File: src/hdl/matrix_inverse_4x4_core_defines.svh
// assertion macros shared by the rtl
`ifndef MATRIX_INVERSE_4X4_CORE_DEFINES_SVH
`define MATRIX_INVERSE_4X4_CORE_DEFINES_SVH
`ifndef ASSERT_OFF
`define MI4_ASSERT(lbl, prop, msg) \
  lbl: assert property (@(posedge clk) disable iff (rst) prop) else $error(msg);
`define MI4_ASSERT_NR(lbl, prop, msg) \
  lbl: assert property (@(posedge clk) prop) else $error(msg);
`else
`define MI4_ASSERT(lbl, prop, msg)
`define MI4_ASSERT_NR(lbl, prop, msg)
`endif
`endif

File: src/hdl/mi4_pkg.sv
`default_nettype none
package mi4_pkg;

  localparam int ELEMENT_WIDTH_DEF = 32;
  localparam int FRACTION_BITS_DEF = 16;
  localparam int DIGIT_BITS        = 8;
  localparam int TERMS             = 6;

  // column order of each 3x3 permutation term, s0 s1 s2
  localparam logic [5:0] PERM_TAB [TERMS] = '{
    6'b00_01_10, 6'b01_10_00, 6'b10_00_01,
    6'b00_10_01, 6'b01_00_10, 6'b10_01_00
  };
  // odd permutations subtract
  localparam logic [TERMS-1:0] PERM_NEG = 6'b111000;

  // accumulator width for products and sums of an element width
  function automatic int acc_width(input int w);
    return 4 * w + 4;
  endfunction

  // k-th index of 0..3 skipping d
  function automatic logic [1:0] skip_idx(input logic [1:0] d, input logic [1:0] k);
    return (k >= d) ? k + 2'd1 : k;
  endfunction

endpackage
`default_nettype wire

File: src/hdl/mi4_div.sv
`default_nettype none
module mi4_div #(
  parameter int ELEMENT_WIDTH = mi4_pkg::ELEMENT_WIDTH_DEF,
  parameter int FRACTION_BITS = mi4_pkg::FRACTION_BITS_DEF
) (
  input  wire logic clk,
  input  wire logic rst,
  input  wire logic start,
  input  wire logic [mi4_pkg::acc_width(ELEMENT_WIDTH)-1:0] num_mag,
  input  wire logic [mi4_pkg::acc_width(ELEMENT_WIDTH)-1:0] den_mag,
  output logic done,
  output logic [ELEMENT_WIDTH:0] quot,
  output logic quot_big
);
  import mi4_pkg::*;

  localparam int AW = acc_width(ELEMENT_WIDTH);
  localparam int NB = AW + 2 * FRACTION_BITS;
  localparam int CW = $clog2(NB + 1);

  logic [NB-1:0] num_sh;
  logic [AW-1:0] rem;
  logic [AW-1:0] den;
  logic [CW-1:0] cnt;
  logic busy;
  logic [AW:0] trial;
  logic [AW:0] diff;
  logic ge;

  // restoring division, one quotient bit a cycle
  always_comb begin
    trial = {rem, num_sh[NB-1]};
    diff = trial - {1'b0, den};
    ge = trial >= {1'b0, den};
  end

  always_ff @(posedge clk) begin
    done <= 1'b0;
    if (rst) begin
      busy <= 1'b0;
      done <= 1'b0;
    end else if (start) begin
      num_sh <= {num_mag, {(2 * FRACTION_BITS){1'b0}}};
      den <= den_mag;
      rem <= '0;
      quot <= '0;
      quot_big <= 1'b0;
      cnt <= CW'(NB);
      busy <= 1'b1;
    end else if (busy) begin
      rem <= ge ? diff[AW-1:0] : trial[AW-1:0];
      quot <= {quot[ELEMENT_WIDTH-1:0], ge};
      // sticky flag for quotient bits beyond the kept window
      quot_big <= quot_big | quot[ELEMENT_WIDTH];
      num_sh <= num_sh << 1;
      cnt <= cnt - 1'b1;
      if (cnt == CW'(1)) begin
        busy <= 1'b0;
        done <= 1'b1;
      end
    end
  end

endmodule
`default_nettype wire
File: config.mk
export PLATFORM = sky130hd
export DESIGN_NAME = mi4_div
export DESIGN_NICKNAME = d
export VERILOG_FILES = /design/src/hdl/matrix_inverse_4x4_core_defines.svh /design/src/hdl/mi4_pkg.sv /design/src/hdl/mi4_div.sv
export SDC_FILE = /design/constraint.sdc
export NUM_CORES = 1
export LEC_CHECK = 0
export BUFFER_PORTS_ARGS = -buffer_cell sky130_fd_sc_hd__buf_2
export CAP_MARGIN = 30
export CORE_AREA = 3 3 227 229
export CTS_CLUSTER_DIAMETER = 50
export DETAILED_ROUTE_END_ITERATION = 8
export DIE_AREA = 0 0 230 232
export GPL_ROUTABILITY_DRIVEN = 0
export GPL_TIMING_DRIVEN = 0
export MAX_ROUTING_LAYER = met4
export PLACE_DENSITY = 0.88
export SYNTH_ARGS = -nofsm -noshare
export SYNTH_HDL_FRONTEND = slang
export SYNTH_SLANG_ARGS = --single-unit
File: constraint.sdc
create_clock -name clk -period 16.3 [get_ports clk]
set_input_delay 3.26 -clock clk [delete_from_list [all_inputs] [get_ports clk]]
set_output_delay 3.26 -clock clk [all_outputs]
set_load 0.005 [all_outputs]
==> metrics.txt <==
Critical Path Sink Type flip-flop; area share of and/or/nand/nor cells after synthesis 0.132; Fmax 181 MHz; Detail Placement HPWL 57600 um; IO Count 302; largest family of logic cells by synthesized area compound AO/OA/AOI/OAI gates; area of the mapped netlist 26600 um2; CP Launch Type input pin; sequential share of the synthesized area 0.496; synth unique cells between 70 and 80; routed vias 22400; Fin. Hold Viols 0; P_leak about 12 nW; commonest cells after routing, fill and taps aside edfxtp_1, buf_2, nand2_1; period utilization 0.339; Post-Layout Inst Area 31200 um2; CP required ~17000 ps; endpoints failing setup 0; max-slew violation count 0; Max transition margin 0.266; unrepaired setup endpoints after global routing false; Post-synth EDFFs between 400 and 500; XOR/XNOR Fraction of Synth Area 0.0378; Sw Ratio 0.322; Net Sw Power 1.14 mW; drt drc 0; total track usage 0.289; mux cell area share after synthesis 0.0562; adder-cell share of the synthesized area 0.0637; Clk pwr share 0.338; Nets 3387; drt first pass iters 7; outcome finished clean; gr ovfl total 0; Post-synth ARST share 0; syn avg cell area about 10 um2; clock buffer count from CTS 54; P&R area growth vs syn 17.2%; Min-Delay Path Class flip-flop to flip-flop; largest net degree at the start of global routing 36; clock latency on the worst-skew pair around 620 ps; Main synth FF type edfxtp_1; chip height 232 um; Post-CTS Setup Inserts 0; core region area 49900 um2; Worst EP arrival 5840 ps; Fin Clk Skew 27.9 ps; Reg power frac 0.397; Slew @ Worst Pin 1070 ps; synthesized instance count 2612; share of layout cells above drive strength 1 0.195; clk sinks 440; DP Area roughly 30000 um2; Port Buffers 300; Max FO, Critical Path 10; vias per cell 6.02; clock root cell clkbuf_16; number of synthesized register bits 440; Final Total Pwr roughly 3.6 mW; crit path kind input pin to flip-flop; initial antenna violation count 24; FILL cells 4109; commonest non-fill, non-tap cell in the layout edfxtp_1; min cycle time layout 5530 ps; die width 230 um; Max-Cap Viols 0; Clock transition at path regs 60 ps; TritonCTS clock tree built; die area 53400 um2; Hold Slack 480 ps; post-CTS sizing 0; Peak VDD IR about 90 uV; CTS hold repair buffers 0; Core Rows 82; Synth warnings 0; syn_nets ~3000; Comb power frac 0.266; CTS max path bufs 3; power per cell area 114 nW/um2; H-tree depth 2; vias in the first global route 21500; final WL 76700 um; initial DRC count about 2200; Final ANT Viol Nets 0; first-pass GRT wire length between 100000 and 150000 um; Initial Util 0.534; Int Pwr 2.41 mW; Compound-Gate Fraction of Synth Area 0.167; drt wl/cell between 20 and 25 um
==> synth_stat cells, drive strengths merged, types with 8 or more instances <==
cell / instances / area, um2
a2111oi: 9 / 85.1
a211oi: 30 / 225
a21boi: 8 / 60.1
a21o: 52 / 390
a21oi: 306 / 1540
a31oi: 26 / 163
and2: 12 / 75.1
and3: 16 / 100
and4: 11 / 96.3
buf: 30 / 169
clkbuf: 95 / 359
edfxtp: 438 / 13200
ha: 134 / 1680
inv: 195 / 732
mux2: 132 / 1490
nand2: 314 / 1190
nand2b: 15 / 93.8
nand3: 37 / 198
nand4: 64 / 400
nor2: 142 / 533
nor2b: 42 / 263
nor3: 33 / 165
nor4: 11 / 68.8
o211ai: 20 / 150
o21a: 20 / 150
o21ai: 129 / 646
o21bai: 51 / 383
o31ai: 13 / 97.6
or2: 10 / 62.6
or3: 13 / 86.3
xnor2: 74 / 648
xor2: 41 / 359
==> per-stage QoR <==
step                setup TNS [ps]   util  std cells  setup slack [ps]
floorplan                        0      -       2612              3950
finish                           0  0.626       3726             10770
global placement           -141680  0.581       3584              -486
CTS                              0  0.625       3702             10810
detailed placement               0  0.588       3601             10160
global route                     0  0.626       3726             10650
==> routing by layer <==
metal | routed length, um | track usage
met4 | 3560 | 0.116
met5 | 0 | -
met2 | 34800 | 0.450
met3 | 8720 | 0.0764
met1 | 29600 | 0.362
==> worst max-delay path, stage by stage <==
cell and delay (ps):
clkbuf_1 400, clkbuf_1 600, clkbuf_1 510, buf_8 220
clkbuf_1 650, nor2_1 170
==> power by group through the flow <==
stage               Combinational (mW)  Clock (mW)  Sequential (mW)
finish                           0.944        1.20             1.41
global route                      1.03        1.26             1.42
CTS                              0.918        1.22             1.41
detailed placement               0.911           0             1.43
global placement                 0.875           0             1.45
floorplan                        0.656           0             1.43
==> area by class of cell <==
type | count | area, um2 | share of cell area
tap | 672 | 841 | 0.0269
buffer | 125 | 528 | 0.0169
sequential | 440 | 13200 | 0.423
clock inverter | 38 | 392 | 0.0125
clock buffer | 63 | 1420 | 0.0454
timing repair buffer | 317 | 1870 | 0.0598
multi-input combinational | 1852 | 12200 | 0.390
antenna | 24 | 60.1 | 0.00192
inverter | 195 | 732 | 0.0235
==> worst paths after layout <==
kind / start / endpoint / slack (ps) / cells past startpoint
setup / recovery: start / rem[103] / 10770 / 6
hold / removal: busy / done / 480 / 1
setup reg to reg: den[3] / rem[123] / 11370 / 13
hold reg to reg: busy / done / 480 / 1
==> registers in the layout, indices dropped and copies added (netlist names) <==
| name | count |
|---|---|
| done | 1 |
| cnt | 8 |
| busy | 1 |
| rem | 132 |
| num_sh | 132 |
| quot_big | 1 |
| quot | 33 |
| den | 132 |
==> logic make-up after synthesis <==
logic type / Yosys count
flip-flops: 440
buffers and inverters: 320
multiplexers: 133
XOR/XNOR: 115
AND/OR/NAND/NOR: 743
adder cells (fa/ha/maj): 135
AO/OA/AOI/OAI: 726
No activity file was read; power rests on OpenSTA's default activity.
