## src/hdl/matrix_inverse_4x4_core_defines.svh

```systemverilog
// assertion macros shared by the rtl
`ifndef MATRIX_INVERSE_4X4_CORE_DEFINES_SVH
`define MATRIX_INVERSE_4X4_CORE_DEFINES_SVH
`ifndef ASSERT_OFF
`define MI4_ASSERT(lbl, prop, msg) \
  lbl: assert property (@(posedge clk) disable iff (rst) prop) else $error(msg);
`define MI4_ASSERT_NR(lbl, prop, msg) \
  lbl: assert property (@(posedge clk) prop) else $error(msg);
`else
`define MI4_ASSERT(lbl, prop, msg)
`define MI4_ASSERT_NR(lbl, prop, msg)
`endif
`endif

```

## src/hdl/mi4_pkg.sv

```systemverilog
`default_nettype none
package mi4_pkg;

  localparam int ELEMENT_WIDTH_DEF = 32;
  localparam int FRACTION_BITS_DEF = 16;
  localparam int DIGIT_BITS        = 8;
  localparam int TERMS             = 6;

  // column order of each 3x3 permutation term, s0 s1 s2
  localparam logic [5:0] PERM_TAB [TERMS] = '{
    6'b00_01_10, 6'b01_10_00, 6'b10_00_01,
    6'b00_10_01, 6'b01_00_10, 6'b10_01_00
  };
  // odd permutations subtract
  localparam logic [TERMS-1:0] PERM_NEG = 6'b111000;

  // accumulator width for products and sums of an element width
  function automatic int acc_width(input int w);
    return 4 * w + 4;
  endfunction

  // k-th index of 0..3 skipping d
  function automatic logic [1:0] skip_idx(input logic [1:0] d, input logic [1:0] k);
    return (k >= d) ? k + 2'd1 : k;
  endfunction

endpackage
`default_nettype wire

```

## src/hdl/mi4_mul.sv

```systemverilog
`default_nettype none
module mi4_mul #(
  parameter int ELEMENT_WIDTH = mi4_pkg::ELEMENT_WIDTH_DEF
) (
  input  wire logic clk,
  input  wire logic rst,
  input  wire logic start,
  input  wire logic signed [mi4_pkg::acc_width(ELEMENT_WIDTH)-1:0] mcand_in,
  input  wire logic signed [ELEMENT_WIDTH-1:0] mplr_in,
  output logic busy,
  output logic done,
  output logic [mi4_pkg::acc_width(ELEMENT_WIDTH)-1:0] prod
);
  import mi4_pkg::*;

  localparam int AW  = acc_width(ELEMENT_WIDTH);
  localparam int DIG = (ELEMENT_WIDTH + DIGIT_BITS - 1) / DIGIT_BITS;
  localparam int MW  = DIG * DIGIT_BITS;
  localparam int CW  = $clog2(DIG + 1);

  logic signed [AW-1:0] mcand;
  logic [MW-1:0] mplr_sh;
  logic [CW-1:0] cnt;
  logic first;
  logic [DIGIT_BITS-1:0] digit;
  logic signed [DIGIT_BITS:0] dsig;
  logic signed [AW+DIGIT_BITS:0] pp;
  logic [AW-1:0] prod_next;

  // horner over digits, most significant digit first and signed
  always_comb begin
    digit = mplr_sh[MW-1 -: DIGIT_BITS];
    dsig = first ? {digit[DIGIT_BITS-1], digit} : {1'b0, digit};
    pp = mcand * dsig;
    prod_next = {prod[AW-DIGIT_BITS-1:0], {DIGIT_BITS{1'b0}}} + pp[AW-1:0];
  end

  always_ff @(posedge clk) begin
    done <= 1'b0;
    if (rst) begin
      busy <= 1'b0;
      done <= 1'b0;
    end else if (start) begin
      mcand <= mcand_in;
      mplr_sh <= MW'(mplr_in);
      prod <= '0;
      cnt <= CW'(DIG);
      first <= 1'b1;
      busy <= 1'b1;
    end else if (busy) begin
      prod <= prod_next;
      mplr_sh <= mplr_sh << DIGIT_BITS;
      first <= 1'b0;
      cnt <= cnt - 1'b1;
      if (cnt == CW'(1)) begin
        busy <= 1'b0;
        done <= 1'b1;
      end
    end
  end

endmodule
`default_nettype wire

```

## config.mk

```make
export PLATFORM = sky130hd
export DESIGN_NAME = mi4_mul
export DESIGN_NICKNAME = d
export VERILOG_FILES = /design/src/hdl/matrix_inverse_4x4_core_defines.svh /design/src/hdl/mi4_pkg.sv /design/src/hdl/mi4_mul.sv
export SDC_FILE = /design/constraint.sdc
export NUM_CORES = 2
export LEC_CHECK = 0
export ABC_AREA = 1
export BUFFER_PORTS_ARGS = -buffer_cell sky130_fd_sc_hd__buf_4
export CAP_MARGIN = 20
export CORE_ASPECT_RATIO = 2
export CORE_MARGIN = 4
export CORE_UTILIZATION = 40
export CTS_BUF_LIST = sky130_fd_sc_hd__clkbuf_8 sky130_fd_sc_hd__clkbuf_16
export DETAILED_ROUTE_END_ITERATION = 12
export PLACE_DENSITY = 0.64
export SLEW_MARGIN = 20
export SYNTH_ARGS = -nofsm -noshare
export SYNTH_HDL_FRONTEND = slang
export SYNTH_SLANG_ARGS = --single-unit
export TNS_END_PERCENT = 5
```

## constraint.sdc

```tcl
create_clock -name clk -period 14.65 [get_ports clk]
set_input_delay 2.1975 -clock clk [delete_from_list [all_inputs] [get_ports clk]]
set_output_delay 2.1975 -clock clk [all_outputs]
set_load 0.02 [all_outputs]
```

==> results.py <==
metrics = {
    "die": {
        "rows": 195,
        "core_area_um2": 142000,
        "dieArea_um2": 149000,
        "die_h_um": 542,
        "start_util_pct": 40.4,
        "io_pins": 301,
        "die-width_um": 275,
    },
    "worst_setup_path": {
        "required_ps": 15100,
        "endpoint_kind": "flip-flop",
        "r2r_cells": 22,
        "setup.worst_path.start_class": "flip-flop",
        "r2r_slack_ps": 6870,
        "worstReg2RegStart": "mplr_sh[26]",
        "crit_arrival_ps": 8230,
        "r2r-end": "prod[108]",
        "critPathMaxFanout": 71,
        "path_class": "reg2reg",
    },
    "timing": {
        "skew_ps": 46.5,
        "min_period_ps": 7780,
        "period_share_pct": 53.1,
        "tns_ps": 0,
        "max_freq_mhz": 129,
        "tightest_slew_ps": 1210,
        "hold_viol": 0,
        "slew_headroom_pct": 19.4,
        "rsz0062_at_grt": "false",
        "drv_slew": 0,
        "setup_violations": 0,
    },
    "synth": {
        "seq_area_frac_synth_pct": 15.8,
        "synth_nets": 9197,
        "syn_inst": 7760,
        "synth_seq_cells": 302,
        "synth.avg_cell_area_um2": 7.36,
        "synthesis.area_um2": 57100,
        "synth_area_leaders": "fa_1 35%, nand2_1 17%, edfxtp_1 16%",
        "ys_types": 34,
        "yosysTopAreaCellShare_pct": 35.1,
        "yosys.area.top_type": "fa_1",
        "ys_warn_count": 0,
    },
    "finish": {
        "syn2layout_area_growth_pct": 8.79,
        "fin_nets": 9285,
        "final_util_pct": 43.9,
        "fillers": 14700,
        "drive_above_1_share_pct": 7.30,
    },
    "route": {
        "wirelength_um": 201000,
        "drt-initial-drc-count": 2959,
        "vias": 47600,
        "drtPass1Iterations": 6,
        "vias_per_cell": 4.88,
        "avgRoutedWirePerCell_um": 20.6,
        "drc_errors": 0,
        "ant_nets": 0,
    },
    "flow_run": {
        "maxCapViolCount": 0,
    },
    "global_route": {
        "antenna_found_initial": 3,
        "grt_pass1_vias": 51900,
        "gr-usage-all-layers_pct": 27.3,
        "grt_pass1_wl_um": 305000,
        "grt_overflow": 0,
        "grt_max_degree": 133,
    },
    "min_path": {
        "hold_class": "reg2reg",
        "worstHoldStart": "mplr_sh[17]",
        "min_to": "mplr_sh[25]",
        "worstHoldPathCells": 2,
    },
    "run_status": {
        "status": "finished clean",
    },
    "cts": {
        "clk_latency_ps": 650,
        "cts_tree": "built",
        "htreeDepth": 2,
        "clockBufferDepth": 3,
        "cts_buffers": 39,
        "postCtsHoldBufs": 0,
        "cts-resized-gates": 0,
        "cts-root-buf": "clkbuf_16",
        "cts_sinks": 302,
        "post_cts.repair.setup_buffers": 0,
        "path_clk_slew_ps": 70,
    },
    "place": {
        "numPortBuffers": 300,
        "dp_hpwl_um": 168000,
        "gp_congestion": 1.05,
    },
}
## layout make-up
type	count	area, µm²	area share [%]
Antenna cell	2	5.00	0.00806
Inverter	2291	8600	13.8
Multi-Input combinational cell	4894	38500	61.9
Sequential cell	302	9050	14.6
Clock inverter	30	208	0.334
Timing Repair Buffer	320	2470	3.97
Tap cell	1871	2340	3.77
Clock buffer	40	1000	1.61
## cell families (layout without fill, tap and decap cells)
family | count (synthesis) | in the layout | share of synthesized area (%)
flip-flops | 302 | 302 | 15.8
AND/OR/NAND/NOR | 3330 | 3330 | 23.5
XOR/XNOR | 11 | 11 | 0.169
AO/OA/AOI/OAI | 283 | 283 | 2.64
other | 0 | 2 | 0
buffers and inverters | 2564 | 2681 | 16.9
adder cells (fa/ha/maj) | 1270 | 1270 | 41.0
## routing by layer
layer	vias up	global-route usage [%]	share of wire, %
met3	570	3.08	4.6
met2	1636	51.4	53
met1	23300	28.3	34
li1	22100	-	-
met5	-	0	0
met4	0	18.0	8.4
## how the worst max path moves through the flow
| stage | start | to | slack (ps) | cells after the start |
|---|---|---|---|---|
| final | mplr_sh[26] | prod[108] | 6870 | 22 |
| after global routing | mplr_sh[24] | prod[127] | 6490 | 23 |
| after CTS | mplr_sh[26] | prod[108] | 7010 | 22 |
| after detailed placement | mplr_sh[26] | prod[108] | 7050 | 22 |
| after global placement | mplr_sh[26] | prod[108] | 7010 | 22 |
| after floorplan | start | cnt[0] | 3220 | 4 |
## critical path: stages, from the launching register on
cell and delay, ps:
edfxtp_1 320, buf_4 530, buf_4 860, nand2_1 150
fa_1 520, inv_1 50, fa_1 480, fa_1 550
inv_1 50, fa_1 470, fa_1 500, inv_1 40
ha_1 370, nand2_1 160, nor2_2 330, nand2_1 240
nor2_1 760, nand2_1 410, nor2_1 210, nand2_1 100
nand3_1 130, nand2_1 50, nor2_1 250
## registers in the layout, summed over array words and instances, names as in the netlist
register / cells
mplr_sh: 32
mcand: 132
first: 1
done: 1
busy: 1
prod: 132
cnt: 3
## placed cells by master, fill, tap and decap left out, types with 17 or more instances in the layout
cell type	n
nor2_2	47
fa_1	1002
a21oi_1	189
nand3_2	20
edfxtp_1	300
nand2_1	2569
inv_1	2250
nand2_2	47
ha_1	268
inv_2	38
o21a_1	25
nand3_1	125
clkbuf_16	40
buf_4	314
clkinv_1	17
nor2_1	424
o21ai_0	56
## per-stage QoR
step | hold slack (ps) | setup WS [ps] | area [µm²] | std cells
global route | 524 | 6490 | 62100 | 9749
finish | 506 | 6870 | 62100 | 9750
detailed placement | 499 | 7050 | 60900 | 9678
CTS | 509 | 7010 | 62100 | 9748
global placement | 494 | 7010 | 60900 | 9678
floorplan | 487 | 3220 | 57100 | 7760
## cell usage after synthesis (all sizes together)
cell and number:
nand2 2619, inv 2285, fa 1002, nor2 486, edfxtp 300, ha 268
clkbuf 233, a21oi 190, nand3 145, o21ai 56, buf 40, nor3 28
o21a 25, nand4 16, nand3b 12, o21bai 11, or2 11, and2 9
xor2 7, clkinv 6, xnor2 4, nor4 3, dfxtp 2, a21o 1
and3 1
Power is not shown: default switching activity piles up to over one toggle a cycle in this logic, so the estimate is an artifact.
